File: src/rtl/ati_pkg.sv
`timescale 1ns / 1ps
// ----------------------------------------------------------------------------
// ati_pkg: shared constants and types for the attenuation table interpolator
// Breakpoint, coefficient and per-segment reciprocal tables, widths and the
// stage-enable bundle used by the coefficient blend pipeline.
// ----------------------------------------------------------------------------
package ati_pkg;

  localparam int DIST_FRAC_BITS = 8;
  localparam int COEF_FRAC_BITS = 30;
  localparam int ROWS           = 12;
  localparam int SEGS           = ROWS - 1;

  localparam int DIST_W  = 20;
  localparam int COEF_W  = 31;
  localparam int BP_W    = 12;
  localparam int SEG_W   = 4;
  localparam int RECIP_W = 30;
  // offset * reciprocal stays below 256 * (2^32 + span) inside a segment
  localparam int PROD_W  = 41;
  localparam int T_BITS  = 24;
  localparam int T_W     = T_BITS + 1;
  localparam int MUL_W   = COEF_W + T_W;

  localparam logic [T_W-1:0]    T_ONE    = T_W'(1) << T_BITS;
  localparam logic [COEF_W-1:0] COEF_ONE = COEF_W'(1) << COEF_FRAC_BITS;

  typedef enum logic [1:0] {
    COL_CONST = 2'd0,
    COL_LIN   = 2'd1,
    COL_QUAD  = 2'd2
  } coef_col_t;

  // breakpoints in whole distance units
  localparam logic [0:ROWS-1][BP_W-1:0] BP_WHOLE = '{
    12'd7, 12'd13, 12'd20, 12'd32, 12'd50, 12'd65,
    12'd100, 12'd160, 12'd200, 12'd325, 12'd600, 12'd3250
  };

  // round-half-up Q1.30 coefficients: constant, linear, quadratic
  localparam logic [0:ROWS-1][0:2][COEF_W-1:0] COEF_Q = '{
    '{31'd1073741824, 31'd751619277, 31'd1932735283},
    '{31'd1073741824, 31'd375809638, 31'd472446403},
    '{31'd1073741824, 31'd236223201, 31'd214748365},
    '{31'd1073741824, 31'd150323855, 31'd75161928},
    '{31'd1073741824, 31'd96636764,  31'd34359738},
    '{31'd1073741824, 31'd75161928,  31'd18253611},
    '{31'd1073741824, 31'd48318382,  31'd8053064},
    '{31'd1073741824, 31'd28991029,  31'd3006477},
    '{31'd1073741824, 31'd23622320,  31'd2040109},
    '{31'd1073741824, 31'd15032386,  31'd751619},
    '{31'd1073741824, 31'd7516193,   31'd214748},
    '{31'd1073741824, 31'd1503239,   31'd7516}
  };

  // round(2^32 / span) per segment
  localparam logic [0:SEGS-1][RECIP_W-1:0] RECIP = '{
    30'd715827883, 30'd613566757, 30'd357913941, 30'd238609294,
    30'd286331153, 30'd122713351, 30'd71582788,  30'd107374182,
    30'd34359738,  30'd15618063,  30'd1620742
  };

  typedef struct packed {
    logic diff_en;
    logic mul_en;
    logic sum_en;
  } lerp_en_t;

  function automatic logic [DIST_W-1:0] bp_fixed(input logic [SEG_W-1:0] idx);
    return DIST_W'({BP_WHOLE[idx], {DIST_FRAC_BITS{1'b0}}});
  endfunction

endpackage

File: src/rtl/ati_lerp.sv
`timescale 1ns / 1ps
// ----------------------------------------------------------------------------
// ati_lerp: three-stage blend of one coefficient column
// Stage A takes the segment's end values and their distance, stage B scales
// that distance by t, stage C rounds and adds or subtracts from the start.
// ----------------------------------------------------------------------------
module ati_lerp (
  input  logic                              clk,
  input  ati_pkg::lerp_en_t                 en,
  input  ati_pkg::coef_col_t                col,
  input  logic [ati_pkg::SEG_W-1:0]         seg,
  input  logic [ati_pkg::T_W-1:0]           t,
  output logic [ati_pkg::COEF_W-1:0]        result
);

  logic [ati_pkg::SEG_W-1:0]  seg_p1;
  logic [ati_pkg::COEF_W-1:0] c0, c1;
  logic [ati_pkg::MUL_W-1:0]  mul;
  logic [ati_pkg::MUL_W:0]    mul_rnd;
  logic [ati_pkg::COEF_W-1:0] step;

  logic [ati_pkg::COEF_W-1:0] c0_a_r, delta_a_r;
  logic                       down_a_r;
  logic [ati_pkg::COEF_W-1:0] c0_b_r;
  logic                       down_b_r;
  logic [ati_pkg::MUL_W-1:0]  mul_b_r;
  logic [ati_pkg::COEF_W-1:0] result_r;

  assign seg_p1 = seg + ati_pkg::SEG_W'(1);
  assign c0     = ati_pkg::COEF_Q[seg][col];
  assign c1     = ati_pkg::COEF_Q[seg_p1][col];

  always_ff @(posedge clk) begin
    if (en.diff_en) begin
      c0_a_r    <= c0;
      down_a_r  <= (c1 < c0);
      delta_a_r <= (c1 < c0) ? (c0 - c1) : (c1 - c0);
    end
  end

  assign mul = delta_a_r * t;

  always_ff @(posedge clk) begin
    if (en.mul_en) begin
      c0_b_r   <= c0_a_r;
      down_b_r <= down_a_r;
      mul_b_r  <= mul;
    end
  end

  // step never exceeds the delta, so the result stays between the two rows
  assign mul_rnd = {1'b0, mul_b_r} + ((ati_pkg::MUL_W + 1)'(1) << (ati_pkg::T_BITS - 1));
  assign step    = mul_rnd[ati_pkg::T_BITS +: ati_pkg::COEF_W];

  always_ff @(posedge clk) begin
    if (en.sum_en) begin
      result_r <= down_b_r ? (c0_b_r - step) : (c0_b_r + step);
    end
  end

  assign result = result_r;

endmodule

File: config.mk
export PLATFORM = sky130hd
export DESIGN_NAME = ati_lerp
export DESIGN_NICKNAME = d
export VERILOG_FILES = /design/src/rtl/ati_pkg.sv /design/src/rtl/ati_lerp.sv
export SDC_FILE = /design/constraint.sdc
export NUM_CORES = 2
export LEC_CHECK = 0
export BUFFER_PORTS_ARGS = -buffer_cell sky130_fd_sc_hd__clkbuf_2
export CORE_UTILIZATION = 70
export CTS_CLUSTER_DIAMETER = 80
export DETAILED_ROUTE_END_ITERATION = 8
export PLACE_DENSITY = 0.87
export SYNTH_ARGS = -nofsm -noshare
export SYNTH_HDL_FRONTEND = slang
export SYNTH_SLANG_ARGS = --single-unit
File: constraint.sdc
create_clock -name clk -period 13.5 [get_ports clk]
set_clock_uncertainty 0.2 [all_clocks]
set_input_delay 2.025 -clock clk [delete_from_list [all_inputs] [get_ports clk]]
set_output_delay 2.025 -clock clk [all_outputs]
set_load 0.005 [all_outputs]
### Yosys cells after proc, flatten, opt, wreduce, memory -nomap -nowiden

Memory sizes are Yosys's and may differ from the RTL's.
Index checks and enable logic that the tools add are counted.

| word-level totals | value |
|---|---|
| flip-flop bits (word level) | 181 |
| ROM bits | 2976 |
| memories kept | 2 |

Memories:

| name | depth | bits a word | rd ports | clocked after Yosys merged registers in | wr ports | line | source |
|---|---|---|---|---|---|---|---|
| (no name shown) | 16 | 93 | 1 | 0 | 0 | ati_lerp.sv:31 | `assign c1 = ati_pkg::COEF_Q[seg_p1][col];` |
| (no name shown) | 16 | 93 | 1 | 0 | 0 | ati_lerp.sv:30 | `assign c0 = ati_pkg::COEF_Q[seg][col];` |

| cells by class | value |
|---|---|
| $add $sub $neg | 6 |
| multiply operators | 1 |
| $lt $le $gt $ge | 4 |
| muxes and demuxes | 12 |
| bitwise operators | 3 |

Operator list:

| operator | count |
|---|---|
| $mux W93 | 4 |
| $mux W31 | 6 |
| $bmux W31 S2 | 2 |
| $sub A31 B31 Y31 | 3 |
| $add A55 B24 Y55 const B | 1 |
| $mul A31 B25 Y55 | 1 |
| $add A31 B31 Y31 | 1 |
| $lt A31 B31 Y1 | 1 |
| $ge A5 B5 Y1 const B | 2 |
| $not A4 Y5 | 2 |
| $add A4 B1 Y4 const B | 1 |
| $ge A3 B3 Y1 const B | 1 |
| $not A2 Y3 | 1 |

### Logic depth before layout (Yosys ltp)

| depth | value |
|---|---|
| word-level depth | 10 |
| depth in mapped cells | 26 |
| depth with buffers taken out | 25 |

### Worst setup path before layout

No wires, ideal clock.

| timing path | value |
|---|---|
| path kind | input to register |
| start | in t[10] in the netlist's numbering |
| end | reg mul_b_r[53] in the netlist's numbering (data pin) |
| library setup time | 0.258 ns |
| arrival | 8.131 ns |
| required time | 13.042 ns |
| slack | 4.912 ns |
| stages | 25 |
| cells stage by stage | clkbuf_1 nand2_1 fa_1 inv_1 fa_1 inv_1 fa_1 inv_1 fa_1 fa_1 fa_1 inv_1 fa_1 inv_1 ha_1 a21oi_1 o21ai_0 a31oi_1 a21oi_1 a311o_1 o21ai_0 a21oi_1 or3_1 a21oi_1 xnor2_1 |

| between the ends | value |
|---|---|
| cells in the longest elaborated chain, start to end | 1 |

RTL lines:

| what | line | source |
|---|---|---|
| from (decl) | ati_lerp.sv:12 | `input logic [ati_pkg::T_W-1:0] t,` |
| $mul A31 B25 Y55 | ati_lerp.sv:41 | `assign mul = delta_a_r * t;` |
| net mul, one bit | ati_lerp.sv:18 | `logic [ati_pkg::MUL_W-1:0] mul;` |
| to (signal assigned) | ati_lerp.sv:47 | `mul_b_r <= mul;` |
| to (decl) | ati_lerp.sv:26 | `logic [ati_pkg::MUL_W-1:0] mul_b_r;` |

The timed path passes the listed nets, and every way through them passes these cells.
A chain may end at the register's enable or synchronous reset.

### Worst setup path after layout

| timing path | value |
|---|---|
| start | in t[6] in the netlist's numbering |
| end | reg mul_b_r[33] in the netlist's numbering (data pin) |

The elaborated chain is that of the path after synthesis.

==> metrics.csv <==
stage,metric,value,unit
synth,Synth Warn #,0,
route,post-route ant nets,0,
synth,Syn Nets,5089,
floorplanning,Die X,231,µm
clock_tree,later-pin clock latency in the skew report,450,ps
timing,RSZ-0062 raised after global routing,false,
layout,Nets,4999,
global_routing,GRT Total Usage,38.3,%
clock_tree,clk slew on worst S/H paths,70,ps
synth,Synth area leaders,"fa_1 36%, edfxtp_1 13%, ha_1 9.7%",
clock_tree,CTS resizes,0,
min_path,hold path startpoint,c0_a_r[28],
synth,Post-Syn Instances,4102,
setup_path,CP required,13500,ps
route,Initial DRT Pass Iterations,6,
place,Port Buf Inserts,65,
layout,end-of-flow core utilization,73.8,%
timing,Least-Margin Pin Slew,1280,ps
setup_path,CP Capture Type,flop,
timing,period utilization,68.4,%
place,HPWL after DPL,74200,µm
clock_tree,root buffer cell,clkbuf_16,
timing,Final Setup Violations,0,
global_routing,grt ovf,0,
setup_path,type of origin of the critical path,input pin,
synth,Yosys reg bits,158,
clock_tree,Hold Buf Count CTS,0,
global_routing,global-route wire length before repair,158000,µm
synth,Netlist cell types,83,
timing,fmax,108,MHz
setup_path,CP Launch Point,t[6],
place,gpl congestion,1.01,
route,final WL,98000,µm
synth,Post-synth EDFFs,158,
clock_tree,H-tree levels,4,
floorplanning,DIE HEIGHT,231,µm
setup_path,worst-path maximum fanout,31,
clock_tree,CTS tree,built,
route,DR WL/cell,20.8,µm
route,Remaining DRCs,0,
floorplanning,cell row count,83,
place,dpl cell area,37500,µm²
synth,Yosys top cell area share,36.1,%
layout,FILL cells,3575,
clock_tree,Post CTS Setup Buffer Count,0,
timing,Max Slew Vio Count,0,
synth,Synth area leader,fa_1,
global_routing,antenna violations before repair,8,
global_routing,vias in the first global route,30800,
timing,Tmin final,9230,ps
synth,post-synthesis instance area,36800,µm²
timing,Setup TNS,0,ps
synth,"Seq/Total Area, Yosys",12.9,%
synth,asr flop ratio synth,0,%
layout,design area,38100,µm²
global_routing,largest net degree at the start of global routing,65,
floorplanning,io pins,66,
setup_path,Reg2Reg Launch Point,delta_a_r[19],
clock_tree,clk buf depth,2,
setup_path,Crit Path Class,in2reg,
clock_tree,Clock Sinks,158,
floorplanning,core footprint,51600,µm²
timing,Worst slew margin,14.5,%
timing,Fin Hold WS,217,ps
timing,Final Hold Viols,0,
route,First DRT Iteration DRCs,3235,
status,outcome,finished clean,
min_path,HP Class,reg2reg,
synth,top_reg_cell synth,edfxtp_1,
job,Max Cap Viol,0,
route,vias per cell,6.22,
floorplanning,full die area,53600,µm²
floorplanning,Starting Density,71.4,%
clock_tree,CTS Buf Count,17,
setup_path,CP arrival,9230,ps
layout,share of post-route cells with drive strength above 1,4.17,%
synth,"Avg Cell Area, Syn",8.98,µm²
layout,area added between synthesis and finish,3.36,%
route,via count,29300,
-- path summary, 6_finish.rpt --
kind            endpoint  slack, ps  cells after the start
max          mul_b_r[33]       4270                     25
min           c0_b_r[28]        220                      0
max reg2reg  mul_b_r[53]       5360                     23
min reg2reg   c0_b_r[28]        220                      0
-- worst max-delay path, stage by stage --
cell	delay (ps)
clkbuf_2	730
nand2_1	160
fa_1	510
inv_1	50
fa_1	520
inv_1	70
fa_1	490
fa_1	510
inv_1	50
fa_1	480
fa_1	490
inv_1	50
fa_1	480
inv_1	50
ha_1	310
nand4_1	190
nor2_1	200
nand3_1	100
a21oi_1	330
o21ai_0	200
o21bai_1	400
a21oi_1	180
o21bai_1	350
a21oi_1	150
xnor2_1	140
-- layout make-up --
cell class,count,area [µm²],area share (%)
well taps,680,851,2.23
repair buffers,100,588,1.54
clock buffers,17,425,1.12
clock inverters,15,163,0.427
flip-flops and latches,158,4740,12.5
inverters,823,3090,8.11
diodes,5,12.5,0.0329
multi-input cells,2912,28200,74.1
-- registers in the layout, summed over array words and instances, names as in the netlist --
name and flops:
c0_a_r 31, c0_b_r 31, delta_a_r 31, down_a_r 1, down_b_r 1, mul_b_r 32
result 31
-- cell families after synthesis --
group	Yosys count	share of synthesized area, %
fa+ha+maj	952	45.9
simple gates	1243	16.9
buf+inv	1032	10.6
xor+xnor	147	3.51
flops	158	12.9
mux	26	0.723
compound gates	544	9.48
-- Yosys cell counts, drive strengths merged, types with 5 or more instances --
cell type and n:
inv 821, fa 665, nand2 465, and2 438, ha 287, clkbuf 187
a21oi 177, edfxtp 158, nor2 142, o21ai 104, xnor2 103, a21o 50
xor2 44, nor3 40, nand3 35, o21bai 28, nand4 26, a31oi 22
buf 22, and3 21, mux2i 21, a211oi 19, o21a 16, nor2b 15
nand2b 14, o22ai 13, or3 13, o211ai 10, and4 9, o31ai 9
a21boi 8, a22oi 8, or2 8, a31o 7, o22a 6, o31a 6
a2111oi 5, mux2 5, o41ai 5
-- cells in the final DEF (no fill, tap or decap), types with 6 or more instances in the layout --
| master | Yosys | layout |
|---|---|---|
| o21ai_0 | 98 | 98 |
| a211oi_1 | 17 | 17 |
| nand4_1 | 26 | 26 |
| buf_4 | 4 | 35 |
| o211ai_1 | 10 | 10 |
| o31ai_1 | 9 | 9 |
| nand3_1 | 34 | 34 |
| inv_1 | 821 | 821 |
| nor2b_1 | 15 | 14 |
| xnor2_1 | 102 | 102 |
| a31o_2 | 7 | 7 |
| ha_1 | 287 | 287 |
| or3_1 | 13 | 13 |
| a21boi_0 | 6 | 6 |
| and2_1 | 438 | 438 |
| nand2b_1 | 14 | 14 |
| clkbuf_2 | 0 | 65 |
| nor3_1 | 40 | 40 |
| a21oi_1 | 176 | 176 |
| a22oi_1 | 8 | 8 |
| o31a_1 | 6 | 6 |
| o22ai_1 | 13 | 13 |
| o21ai_1 | 6 | 6 |
| and4_1 | 8 | 8 |
| nand2_1 | 465 | 465 |
| o21bai_1 | 28 | 28 |
| fa_1 | 665 | 665 |
| o22a_1 | 6 | 6 |
| a21o_1 | 50 | 50 |
| edfxtp_1 | 158 | 158 |
| o21a_1 | 16 | 16 |
| nor2_1 | 140 | 140 |
| mux2i_1 | 21 | 21 |
| or2_2 | 7 | 7 |
| clkbuf_16 | 0 | 17 |
| and3_1 | 21 | 21 |
| xor2_1 | 44 | 44 |
| a31oi_1 | 22 | 22 |
-- metal layers --
layer | GRT usage (%) | wire (µm) | vias up
met5 | 0 | 23 | -
met4 | 20.9 | 5680 | 4
met3 | 8.42 | 10600 | 470
met2 | 62.6 | 47100 | 1711
met1 | 47.3 | 34600 | 14500
li1 | - | - | 12600
-- per-stage QoR --
stage,worst slack (ps),std cells
final,4270,4710
after global routing,3990,4706
after CTS,4420,4705
after detailed placement,3950,4673
after global placement,4100,4673
after floorplan,4910,4102
Power is not shown: default switching activity piles up to over one toggle a cycle in this logic, so the estimate is an artifact.
